==> config.mk <==
export PLATFORM = sky130hd
export DESIGN_NAME = sha256_message_hasher_core
export DESIGN_NICKNAME = d
export VERILOG_FILES = /design/src/hdl/sha256mh_pkg.sv /design/src/hdl/sha256mh_ctrl.sv /design/src/hdl/sha256mh_dp.sv /design/src/hdl/sha256_message_hasher_core.sv
export SDC_FILE = /design/constraint.sdc
export NUM_CORES = 2
export LEC_CHECK = 0
export BUFFER_PORTS_ARGS = -buffer_cell sky130_fd_sc_hd__buf_4
export CAP_MARGIN = 25
export CORE_UTILIZATION = 35
export DETAILED_ROUTE_END_ITERATION = 12
export GPL_TIMING_DRIVEN = 0
export MAX_ROUTING_LAYER = met4
export PLACE_DENSITY = 0.6
export SLEW_MARGIN = 5
export SYNTH_ARGS = -nofsm -noshare
export SYNTH_HDL_FRONTEND = slang
export SYNTH_SLANG_ARGS = --single-unit
==> constraint.sdc <==
create_clock -name clk -period 17.2 [get_ports clk]
set_clock_uncertainty 0.15 [all_clocks]
set_input_delay 3.44 -clock clk [delete_from_list [all_inputs] [get_ports clk]]
set_output_delay 3.44 -clock clk [all_outputs]
set_load 0.1 [all_outputs]
==> src/hdl/sha256mh_pkg.sv <==
// Shared types, constants and SHA-256 functions for the message hasher.
package sha256mh_pkg;

	localparam logic [7:0] PAD_MARK   = 8'h80;
	localparam logic [5:0] LENGTH_POS = 6'd56;
	localparam logic [5:0] FILL_LAST  = 6'd63;
	localparam logic [5:0] ROUND_LAST = 6'd63;
	localparam logic [2:0] WORD_LAST  = 3'd7;

	typedef enum logic [2:0] {
		ST_IDLE,
		ST_PAD_MARK,
		ST_PAD_ZERO,
		ST_PAD_LEN,
		ST_ROUND,
		ST_UPDATE,
		ST_EMIT
	} state_t;

	typedef enum logic [1:0] {
		SEL_DATA,
		SEL_MARK,
		SEL_ZERO,
		SEL_LEN
	} byte_sel_t;

	typedef struct packed {
		logic       push;
		byte_sel_t  byte_sel;
		logic       count_inc;
		logic       load_len;
		logic       round_en;
		logic       first_round;
		logic [5:0] round_idx;
		logic       update;
		logic       clear;
		logic [2:0] word_idx;
	} dp_cmd_t;

	typedef struct packed {
		logic [5:0] fill;
	} dp_stat_t;

	function automatic logic [31:0] initial_h(input logic [2:0] idx);
		logic [31:0] r;
		case (idx)
			3'd0: r = 32'h6a09e667;
			3'd1: r = 32'hbb67ae85;
			3'd2: r = 32'h3c6ef372;
			3'd3: r = 32'ha54ff53a;
			3'd4: r = 32'h510e527f;
			3'd5: r = 32'h9b05688c;
			3'd6: r = 32'h1f83d9ab;
			default: r = 32'h5be0cd19;
		endcase
		return r;
	endfunction

	function automatic logic [31:0] round_k(input logic [5:0] idx);
		logic [31:0] r;
		case (idx)
			6'd0:  r = 32'h428a2f98;
			6'd1:  r = 32'h71374491;
			6'd2:  r = 32'hb5c0fbcf;
			6'd3:  r = 32'he9b5dba5;
			6'd4:  r = 32'h3956c25b;
			6'd5:  r = 32'h59f111f1;
			6'd6:  r = 32'h923f82a4;
			6'd7:  r = 32'hab1c5ed5;
			6'd8:  r = 32'hd807aa98;
			6'd9:  r = 32'h12835b01;
			6'd10: r = 32'h243185be;
			6'd11: r = 32'h550c7dc3;
			6'd12: r = 32'h72be5d74;
			6'd13: r = 32'h80deb1fe;
			6'd14: r = 32'h9bdc06a7;
			6'd15: r = 32'hc19bf174;
			6'd16: r = 32'he49b69c1;
			6'd17: r = 32'hefbe4786;
			6'd18: r = 32'h0fc19dc6;
			6'd19: r = 32'h240ca1cc;
			6'd20: r = 32'h2de92c6f;
			6'd21: r = 32'h4a7484aa;
			6'd22: r = 32'h5cb0a9dc;
			6'd23: r = 32'h76f988da;
			6'd24: r = 32'h983e5152;
			6'd25: r = 32'ha831c66d;
			6'd26: r = 32'hb00327c8;
			6'd27: r = 32'hbf597fc7;
			6'd28: r = 32'hc6e00bf3;
			6'd29: r = 32'hd5a79147;
			6'd30: r = 32'h06ca6351;
			6'd31: r = 32'h14292967;
			6'd32: r = 32'h27b70a85;
			6'd33: r = 32'h2e1b2138;
			6'd34: r = 32'h4d2c6dfc;
			6'd35: r = 32'h53380d13;
			6'd36: r = 32'h650a7354;
			6'd37: r = 32'h766a0abb;
			6'd38: r = 32'h81c2c92e;
			6'd39: r = 32'h92722c85;
			6'd40: r = 32'ha2bfe8a1;
			6'd41: r = 32'ha81a664b;
			6'd42: r = 32'hc24b8b70;
			6'd43: r = 32'hc76c51a3;
			6'd44: r = 32'hd192e819;
			6'd45: r = 32'hd6990624;
			6'd46: r = 32'hf40e3585;
			6'd47: r = 32'h106aa070;
			6'd48: r = 32'h19a4c116;
			6'd49: r = 32'h1e376c08;
			6'd50: r = 32'h2748774c;
			6'd51: r = 32'h34b0bcb5;
			6'd52: r = 32'h391c0cb3;
			6'd53: r = 32'h4ed8aa4a;
			6'd54: r = 32'h5b9cca4f;
			6'd55: r = 32'h682e6ff3;
			6'd56: r = 32'h748f82ee;
			6'd57: r = 32'h78a5636f;
			6'd58: r = 32'h84c87814;
			6'd59: r = 32'h8cc70208;
			6'd60: r = 32'h90befffa;
			6'd61: r = 32'ha4506ceb;
			6'd62: r = 32'hbef9a3f7;
			default: r = 32'hc67178f2;
		endcase
		return r;
	endfunction

	function automatic logic [31:0] ror32(input logic [31:0] x, input int unsigned s);
		return (x >> s) | (x << (32 - s));
	endfunction

	function automatic logic [31:0] big_sigma0(input logic [31:0] x);
		return ror32(x, 2) ^ ror32(x, 13) ^ ror32(x, 22);
	endfunction

	function automatic logic [31:0] big_sigma1(input logic [31:0] x);
		return ror32(x, 6) ^ ror32(x, 11) ^ ror32(x, 25);
	endfunction

	function automatic logic [31:0] small_sigma0(input logic [31:0] x);
		return ror32(x, 7) ^ ror32(x, 18) ^ (x >> 3);
	endfunction

	function automatic logic [31:0] small_sigma1(input logic [31:0] x);
		return ror32(x, 17) ^ ror32(x, 19) ^ (x >> 10);
	endfunction

endpackage

==> src/hdl/sha256mh_ctrl.sv <==
// Sequencer for byte intake, padding, compression rounds and digest output.
module sha256mh_ctrl
	import sha256mh_pkg::*;
(
	input  logic     clk,
	input  logic     arst_n,
	input  logic     in_valid,
	input  logic     byte_present,
	input  logic     last_byte,
	input  logic     out_stall,
	input  dp_stat_t stat,
	output dp_cmd_t  cmd,
	output logic     in_stall,
	output logic     out_valid,
	output logic [2:0] word_index,
	output logic     last_word
);

	state_t     state_q, state_d;
	state_t     ret_q, ret_d;
	logic [5:0] round_q, round_d;
	logic [2:0] word_q, word_d;

	always_ff @(posedge clk or negedge arst_n) begin
		if (!arst_n) begin
			state_q <= ST_IDLE;
			ret_q   <= ST_IDLE;
			round_q <= '0;
			word_q  <= '0;
		end else begin
			state_q <= state_d;
			ret_q   <= ret_d;
			round_q <= round_d;
			word_q  <= word_d;
		end
	end

	// next state
	always_comb begin
		state_d = state_q;
		ret_d   = ret_q;
		round_d = round_q;
		word_d  = word_q;
		case (state_q)
			ST_IDLE: begin
				if (in_valid) begin
					if (byte_present && stat.fill == FILL_LAST) begin
						state_d = ST_ROUND;
						ret_d   = last_byte ? ST_PAD_MARK : ST_IDLE;
					end else if (last_byte) begin
						state_d = ST_PAD_MARK;
					end
				end
			end
			ST_PAD_MARK: begin
				state_d = ST_PAD_ZERO;
				if (stat.fill == FILL_LAST) begin
					state_d = ST_ROUND;
					ret_d   = ST_PAD_ZERO;
				end
			end
			ST_PAD_ZERO: begin
				if (stat.fill == LENGTH_POS) begin
					state_d = ST_PAD_LEN;
				end else if (stat.fill == FILL_LAST) begin
					state_d = ST_ROUND;
					ret_d   = ST_PAD_ZERO;
				end
			end
			ST_PAD_LEN: begin
				if (stat.fill == FILL_LAST) begin
					state_d = ST_ROUND;
					ret_d   = ST_EMIT;
				end
			end
			ST_ROUND: begin
				round_d = round_q + 6'd1;
				if (round_q == ROUND_LAST) begin
					state_d = ST_UPDATE;
				end
			end
			ST_UPDATE: begin
				state_d = ret_q;
			end
			ST_EMIT: begin
				if (!out_stall) begin
					word_d = word_q + 3'd1;
					if (word_q == WORD_LAST) begin
						state_d = ST_IDLE;
					end
				end
			end
			default: begin
				state_d = ST_IDLE;
			end
		endcase
	end

	// outputs
	always_comb begin
		cmd             = '0;
		cmd.byte_sel    = SEL_DATA;
		cmd.round_idx   = round_q;
		cmd.word_idx    = word_q;
		in_stall        = 1'b1;
		out_valid       = 1'b0;
		case (state_q)
			ST_IDLE: begin
				in_stall      = 1'b0;
				cmd.push      = in_valid & byte_present;
				cmd.count_inc = in_valid & byte_present;
			end
			ST_PAD_MARK: begin
				cmd.push     = 1'b1;
				cmd.byte_sel = SEL_MARK;
				cmd.load_len = 1'b1;
			end
			ST_PAD_ZERO: begin
				cmd.push     = (stat.fill != LENGTH_POS);
				cmd.byte_sel = SEL_ZERO;
			end
			ST_PAD_LEN: begin
				cmd.push     = 1'b1;
				cmd.byte_sel = SEL_LEN;
			end
			ST_ROUND: begin
				cmd.round_en    = 1'b1;
				cmd.first_round = (round_q == '0);
			end
			ST_UPDATE: begin
				cmd.update = 1'b1;
			end
			ST_EMIT: begin
				out_valid = 1'b1;
				cmd.clear = !out_stall && (word_q == WORD_LAST);
			end
			default: begin
				in_stall = 1'b1;
			end
		endcase
	end

	assign word_index = word_q;
	assign last_word  = (word_q == WORD_LAST);

endmodule

==> src/hdl/sha256mh_dp.sv <==
// Datapath: byte/schedule shift line, round logic, chaining words, counters.
module sha256mh_dp
	import sha256mh_pkg::*;
(
	input  logic        clk,
	input  logic        arst_n,
	input  dp_cmd_t     cmd,
	input  logic [7:0]  data_byte,
	output dp_stat_t    stat,
	output logic [31:0] digest_word
);

	// w_q holds the block as it fills, then serves as the rolling schedule
	logic [31:0] w_q [16];
	logic [31:0] var_q [8];
	logic [31:0] chain_q [8];
	logic [5:0]  fill_q;
	logic [63:0] count_q;
	logic [63:0] len_q;

	logic [7:0]  push_byte;
	logic [31:0] v [8];
	logic [31:0] t1, t2, w_new;

	always_comb begin
		case (cmd.byte_sel)
			SEL_DATA: push_byte = data_byte;
			SEL_MARK: push_byte = PAD_MARK;
			SEL_LEN:  push_byte = len_q[63:56];
			default:  push_byte = 8'h00;
		endcase
	end

	always_comb begin
		for (int i = 0; i < 8; i++) begin
			v[i] = cmd.first_round ? chain_q[i] : var_q[i];
		end
		t1 = v[7] + big_sigma1(v[4]) + ((v[4] & v[5]) ^ (~v[4] & v[6]))
			+ round_k(cmd.round_idx) + w_q[0];
		t2 = big_sigma0(v[0]) + ((v[0] & v[1]) ^ (v[0] & v[2]) ^ (v[1] & v[2]));
		w_new = small_sigma1(w_q[14]) + w_q[9] + small_sigma0(w_q[1]) + w_q[0];
	end

	// shift line and working variables: payload, no reset
	always_ff @(posedge clk) begin
		if (cmd.push) begin
			for (int i = 0; i < 15; i++) begin
				w_q[i] <= {w_q[i][23:0], w_q[i+1][31:24]};
			end
			w_q[15] <= {w_q[15][23:0], push_byte};
		end else if (cmd.round_en) begin
			for (int i = 0; i < 15; i++) begin
				w_q[i] <= w_q[i+1];
			end
			w_q[15] <= w_new;
		end
		if (cmd.round_en) begin
			var_q[7] <= v[6];
			var_q[6] <= v[5];
			var_q[5] <= v[4];
			var_q[4] <= v[3] + t1;
			var_q[3] <= v[2];
			var_q[2] <= v[1];
			var_q[1] <= v[0];
			var_q[0] <= t1 + t2;
		end
		if (cmd.load_len) begin
			len_q <= {count_q[60:0], 3'b000};
		end else if (cmd.push && cmd.byte_sel == SEL_LEN) begin
			len_q <= {len_q[55:0], 8'h00};
		end
	end

	always_ff @(posedge clk or negedge arst_n) begin
		if (!arst_n) begin
			fill_q  <= '0;
			count_q <= '0;
			for (int i = 0; i < 8; i++) begin
				chain_q[i] <= initial_h(3'(i));
			end
		end else begin
			if (cmd.push) begin
				fill_q <= fill_q + 6'd1;
			end
			if (cmd.clear) begin
				count_q <= '0;
			end else if (cmd.count_inc) begin
				count_q <= count_q + 64'd1;
			end
			if (cmd.clear) begin
				for (int i = 0; i < 8; i++) begin
					chain_q[i] <= initial_h(3'(i));
				end
			end else if (cmd.update) begin
				for (int i = 0; i < 8; i++) begin
					chain_q[i] <= chain_q[i] + var_q[i];
				end
			end
		end
	end

	assign stat.fill   = fill_q;
	assign digest_word = chain_q[cmd.word_idx];

endmodule

==> src/hdl/sha256_message_hasher_core.sv <==
// Top level of the SHA-256 message hasher: controller plus datapath.
//
// Input channel (in_valid / in_stall): one transfer per message byte,
// data_byte qualified by byte_present; last_byte marks the final transfer,
// which may carry no byte so an empty message can be hashed.
// Output channel (out_valid / out_stall): eight transfers per message,
// digest_word with word_index 0..7, last_word set on the eighth.
// Rates: bytes are taken one per cycle while idle; each 64th byte starts a
// compression of 64 rounds (one per cycle through the single round unit,
// plus the chaining add), during which in_stall stays high.
// On a final transfer padding is pushed one byte per cycle (up to 72 bytes),
// paused by one or two compressions, before the digest is offered.
// in_stall is high whenever the block is not idle waiting for bytes.
// A stalled output word holds its value; the block waits in the output
// phase, and after the eighth word returns to the initial hash state.
// Reset (arst_n low) loads the initial hash values and clears the counters.
module sha256_message_hasher_core
	import sha256mh_pkg::*;
(
	input  logic        clk,
	input  logic        arst_n,
	input  logic        in_valid,
	output logic        in_stall,
	input  logic [7:0]  data_byte,
	input  logic        byte_present,
	input  logic        last_byte,
	output logic        out_valid,
	input  logic        out_stall,
	output logic [31:0] digest_word,
	output logic [2:0]  word_index,
	output logic        last_word
);

	dp_cmd_t  cmd;
	dp_stat_t stat;

	sha256mh_ctrl u_ctrl (
		.clk          (clk),
		.arst_n       (arst_n),
		.in_valid     (in_valid),
		.byte_present (byte_present),
		.last_byte    (last_byte),
		.out_stall    (out_stall),
		.stat         (stat),
		.cmd          (cmd),
		.in_stall     (in_stall),
		.out_valid    (out_valid),
		.word_index   (word_index),
		.last_word    (last_word)
	);

	sha256mh_dp u_dp (
		.clk         (clk),
		.arst_n      (arst_n),
		.cmd         (cmd),
		.data_byte   (data_byte),
		.stat        (stat),
		.digest_word (digest_word)
	);

endmodule

# [Word-level counts from Yosys, hierarchy flattened]
# Memories as Yosys holds them, arrays and structs flattened.
# Cells that the tools add are included.
[op_classes] n_reduce_logical=15 n_shift=0 n_addsub=22 n_mux=66 mul=0 div_mod_pow=0 n_eq_ne=21 magnitude_cmp=1 bitwise=46
[op_table] operator="$mux 32" n=26
[op_table] operator="$add 32x32->32" n=18
[op_table] operator="$mux 256" n=2
[op_table] operator="$xor 32x32->32" n=9
[op_table] operator="$mux 64" n=4
[op_table] operator="$and 32x32->32" n=5
[op_table] operator="$bmux 32 s3" n=1
[op_table] operator="$add 64x1->64 const B" n=1
[op_table] operator="$mux 3" n=14
[op_table] operator="$not 32->32" n=1
[op_table] operator="$or 10x32->32" n=1
[op_table] operator="$or 13x32->32" n=1
[op_table] operator="$or 14x32->32" n=1
[op_table] operator="$or 15x32->32" n=1
[op_table] operator="$or 19x32->32" n=1
[op_table] operator="$or 21x32->32" n=1
[op_table] operator="$or 25x32->32" n=1
[op_table] operator="$or 26x32->32" n=1
[op_table] operator="$or 30x32->32" n=1
[op_table] operator="$or 7x32->32" n=1
[op_table] operator="$xor 32x22->32" n=1
[op_table] operator="$xor 32x29->32" n=1
[op_table] operator="$pmux 8 s3" n=1
[op_table] operator="$pmux 3 s7" n=1
[op_table] operator="other kinds (32)" n=76
[totals] ram_bits=768 wordCells=189 latchBits=0 romBits=2048 regBits=402 memories=3 input_bits=14 out_inout_bits=38
[mem_list] name="(no name shown)" words=64 word_bits=32 read_ports=1 rd_clocked_by_memory_dff=0 wr=0 line_no="sha256mh_pkg.sv:61" rtl="case (idx)"
[mem_list] name="u_dp.w_q" words=16 word_bits=32 read_ports=16 rd_clocked_by_memory_dff=0 wr=16 line_no="sha256mh_dp.sv:14" rtl="logic [31:0] w_q [16];"
[mem_list] name="u_dp.var_q" words=8 word_bits=32 read_ports=8 rd_clocked_by_memory_dff=0 wr=8 line_no="sha256mh_dp.sv:15" rtl="logic [31:0] var_q [8];"

# [Depth between registers and ports, before layout]
[depth] depth_word=11 mapped_depth=44 mapped_depth_nobuf=39

# [Cells and area by module]
# A second synthesis with hierarchy kept.
[unflattened] cells_unflattened=6915 hier_area_um2=78033.6
[by_module_without_submodules] mod="sha256mh_dp" n_inst=1 area_each_um2=77017.6 cells_per_inst=6810 seq_area_each_um2=33146.8
[by_module_without_submodules] mod="sha256mh_ctrl" n_inst=1 area_each_um2=1016.0 cells_per_inst=105 seq_area_each_um2=375.4

# [Worst setup path before layout]
# No wires, ideal clock.
[synth_path] path_kind="input to register" startpoint="input in_valid" endpoint="memory u_dp.w_q[0][0], enable pin" stages=7 t_arrival_ps=12686 setup_time_ps=3632 path_slack_ps=732 t_required_ps=13418 n_path_buf=2 cell_sequence="a21oi_1 > a21oi_1 > nor2_1 > or2_2 > clkbuf_1 > clkbuf_1 > nand2_1"
[synth_rtl] item="from (decl)" line_no="sha256_message_hasher_core.sv:22" rtl="input logic in_valid,"
[synth_rtl] item="to (decl)" line_no="sha256mh_dp.sv:14"

==> results.py <==
metrics = {
    "run_status": {
        "status": "completed",
    },
    "timing": {
        "rsz0062_at_grt": "no",
        "setup_violating_endpoint_count_in_the_final_report": 0,
        "slew_viol_final": 0,
        "setup_tns_ps": 0,
        "least_margin_pin_slew_ps": 1210,
        "final_hold_viol_count": 0,
        "period_needed_ps": 14010,
        "relSlewSlack_pct": 19.6,
        "final_min_period_over_clock_period_pct": 81.4,
        "fmax_ghz": 0.0714,
    },
    "worst_setup_path": {
        "timing_worst_setup_path_type": "register to register",
        "ff2ff_path_depth": 42,
        "timing.critical_path.required_ps": 17610,
        "crit_path_start": "u_ctrl.round_q[1]",
        "crit_path_start_kind": "register",
        "end_kind": "register",
        "r2r_slack_ps": 3190,
        "cp.arrival_ps": 14410,
        "cp_slowest_cell": "sky130_fd_sc_hd__mux2i_1",
        "critPathCapture": "u_dp.var_q[0][30]",
        "worst_path_largest_cell_delay_ps": 990,
        "terminus_of_the_critical_flop_to_flop_path": "u_dp.var_q[0][30]",
        "worst_r2r_startpoint": "u_ctrl.round_q[1]",
        "worst-path-max-fanout": 13,
        "library_cell_appearing_most_often_on_the_critical_path": "sky130_fd_sc_hd__fa_1",
    },
    "worst_hold_path": {
        "hold_path.startpoint": "u_dp.stat[5]",
        "hold_path.class": "register to register",
    },
    "place": {
        "port-buffer-count": 51,
        "dpl.hpwl_um": 236000,
        "gp_routability_congestion": 0.990,
    },
    "synth": {
        "synth_mux_area_share_pct": 7.51,
        "synth.cell_area_um2": 77500,
        "syn_inst": 7821,
        "yosys_warning_count": 0,
        "postSynthNetCount": 8425,
        "synth_edf_count": 829,
        "main_combinational_cell_family_by_area_after_synthesis": "simple AND/OR/NAND/NOR gates",
        "ys.flop_type": "sky130_fd_sc_hd__edfxtp_1",
        "post_synth_num_cell_types": 92,
        "synth-seq-area-share_pct": 43.2,
        "synth-xor-area-share_pct": 7.01,
        "synthesized_area_fraction_occupied_by_ao_oa_aoi_and_oai_cells_pct": 12.3,
        "post_synthesis_share_of_cell_area_spent_on_full_adders_half_adders_and_majority_gates_pct": 11.7,
        "avgSynthCellArea_um2": 9.91,
        "share_of_flip_flops_with_an_asynchronous_set_or_reset_pct": 29.0,
        "synthSimpleGateAreaFrac_pct": 14.8,
        "ys_seq_elements": 1167,
    },
    "final_layout": {
        "area.growth.synth_to_final_pct": 12.6,
        "layout.nets": 8686,
        "layout_commonest_cell": "sky130_fd_sc_hd__nand2_1",
        "drive_above_1_share_pct": 9.43,
        "layout.cells.most_common_list": "sky130_fd_sc_hd__nand2_1, sky130_fd_sc_hd__edfxtp_1, sky130_fd_sc_hd__a21oi_1",
    },
    "global_routing": {
        "global_route.usage.total_pct": 27.7,
        "antenna_found_initial": 20,
        "final_global_route_overflow_total": 0,
        "grt_start_max_net_pins": 99,
        "grt_pass1_wl_um": 435000,
        "grt_pass1_vias": 61100,
    },
    "floorplanning": {
        "io_pins": 52,
        "fp.dieW_um": 473,
        "coreArea_um2": 220000,
        "floorplan.die_area_um2": 223000,
        "rows": 172,
        "start_util_pct": 35.2,
        "die_outline_height_um": 473,
    },
    "detailed_routing": {
        "drt_iter0_markers": 7053,
        "drt_pre_antenna_iters": 6,
        "drt_drc_violations_left": 0,
        "finalWirelength_um": 305000,
        "final_antenna_net_count": 0,
        "route.vias.total": 62900,
        "routed_via_density": 5.63,
        "wire_per_inst_um": 27.3,
    },
    "clock_network": {
        "tritoncts_clock_tree": "built",
        "root_buffer": "sky130_fd_sc_hd__clkbuf_16",
        "cts.repair_timing.setup_buffer_count": 0,
        "post_cts_resize_count": 0,
        "cts_inserted_buffers": 139,
        "clkSinkCount": 1167,
        "clk-insertion-delay-late_ps": 810,
        "cts.hold.buffers_added": 0,
        "clock_tree.buffer_depth": 3,
        "cts.clk_slew.worst_paths_ps": 60,
        "number_of_h_tree_levels": 4,
    },
    "job": {
        "max_cap_violations": 0,
    },
}
-- state kept, by name, indices dropped and copies added, names as in the netlist --
name               flops
u_ctrl.word_index      3
u_ctrl.round_q         6
u_dp.stat              6
u_dp.var_q           256
u_ctrl.state_q         3
u_dp.count_q          61
u_ctrl.ret_q           3
u_dp.len_q            61
u_dp.w_q             512
u_dp.chain_q         256
-- stage by stage --
stage / instance area, um^2 / hold WS, ps / cells / utilization [%] / worst slack, ps
6_report: 87300 / 319 / 11200 / 39.7 / 3190
2_1_floorplan: 77500 / 292 / 7821 / - / 732
4_1_cts: 87200 / 318 / 11100 / 39.7 / 3510
5_1_grt: 87300 / 354 / 11200 / 39.7 / 2960
3_5_place_dp: 82700 / 307 / 10900 / 37.6 / 3590
3_3_place_gp: 81600 / 309 / 10800 / 37.1 / -5340
-- critical path, delay by kind of cell (launching register included) --
kind | cells | cell delay (ps)
fa+ha+maj | 7 | 3060
xor+xnor | 3 | 910
mux | 1 | 990
buf+inv | 9 | 3530
simple gates | 11 | 2000
compound gates | 11 | 2520
flops | 1 | 520
-- cell usage after synthesis (all sizes together) (12+ instances only) --
cell / instances / area (um^2)
mux4: 71 / 1600
dfrtp: 202 / 5050
nand4: 30 / 188
o31a: 16 / 140
xnor2: 431 / 3770
a311oi: 19 / 166
o211ai: 40 / 300
nand3: 152 / 761
dfstp: 136 / 3570
xor2: 187 / 1640
mux2: 297 / 3340
and2: 23 / 144
a211o: 12 / 105
o21bai: 35 / 263
nand2: 1771 / 6660
nor4: 13 / 96.3
o21a: 77 / 578
a22o: 12 / 105
a221oi: 14 / 123
or2: 15 / 93.8
a211oi: 55 / 413
o21ai: 459 / 2300
inv: 315 / 1180
edfxtp: 829 / 24900
nor2: 380 / 1440
or3: 28 / 175
fa: 195 / 3900
nor2b: 55 / 344
nor3: 98 / 490
mux2i: 88 / 881
o31ai: 27 / 203
a31oi: 51 / 319
a21o: 149 / 1120
a21oi: 459 / 2300
o22a: 15 / 131
and3: 43 / 269
maj3: 26 / 260
nand2b: 76 / 475
buf: 74 / 332
ha: 395 / 4940
clkbuf: 298 / 1120
-- final cells by class --
class | instances | area [um^2]
buffer | 372 | 1490
fill | 21800 | 133000
antenna | 12 | 30.0
timing repair buffer | 120 | 1460
clock buffer | 196 | 3870
tap | 2958 | 3700
sequential | 1167 | 33500
multi-input combinational | 5963 | 41400
clock inverter | 57 | 626
inverter | 319 | 1200
-- cell families (layout without fill, tap and decap cells) --
logic type / Yosys count / in the layout
mux: 456 / 456
other cells: 0 / 12
compound gates: 1547 / 1547
fa+ha+maj: 616 / 616
buf+inv: 691 / 1064
simple gates: 2725 / 2725
flops: 1167 / 1167
xor+xnor: 619 / 619
-- worst min path at each step --
| stage | end | slack [ps] | cells after the start |
|---|---|---|---|
| detailed placement | u_dp.stat[5] | 310 | 1 |
| finish | u_dp.stat[5] | 320 | 1 |
| CTS | u_dp.stat[5] | 320 | 1 |
| global placement | u_dp.stat[5] | 310 | 1 |
| floorplan | u_dp.stat[5] | 290 | 1 |
| global route | u_dp.stat[5] | 350 | 1 |
-- routing by layer --
metal | share of wire, % | vias up | routed length [um] | track usage, %
met5 | 0 | - | 0 | -
met4 | 5.5 | 0 | 16800 | 13.5
met3 | 7.7 | 575 | 23400 | 4.38
met2 | 45 | 2719 | 136000 | 41.7
met1 | 42 | 31500 | 129000 | 36.2
li1 | - | 28100 | - | -
Power is not shown: default switching activity piles up to over one toggle a cycle in this logic, so the estimate is an artifact.
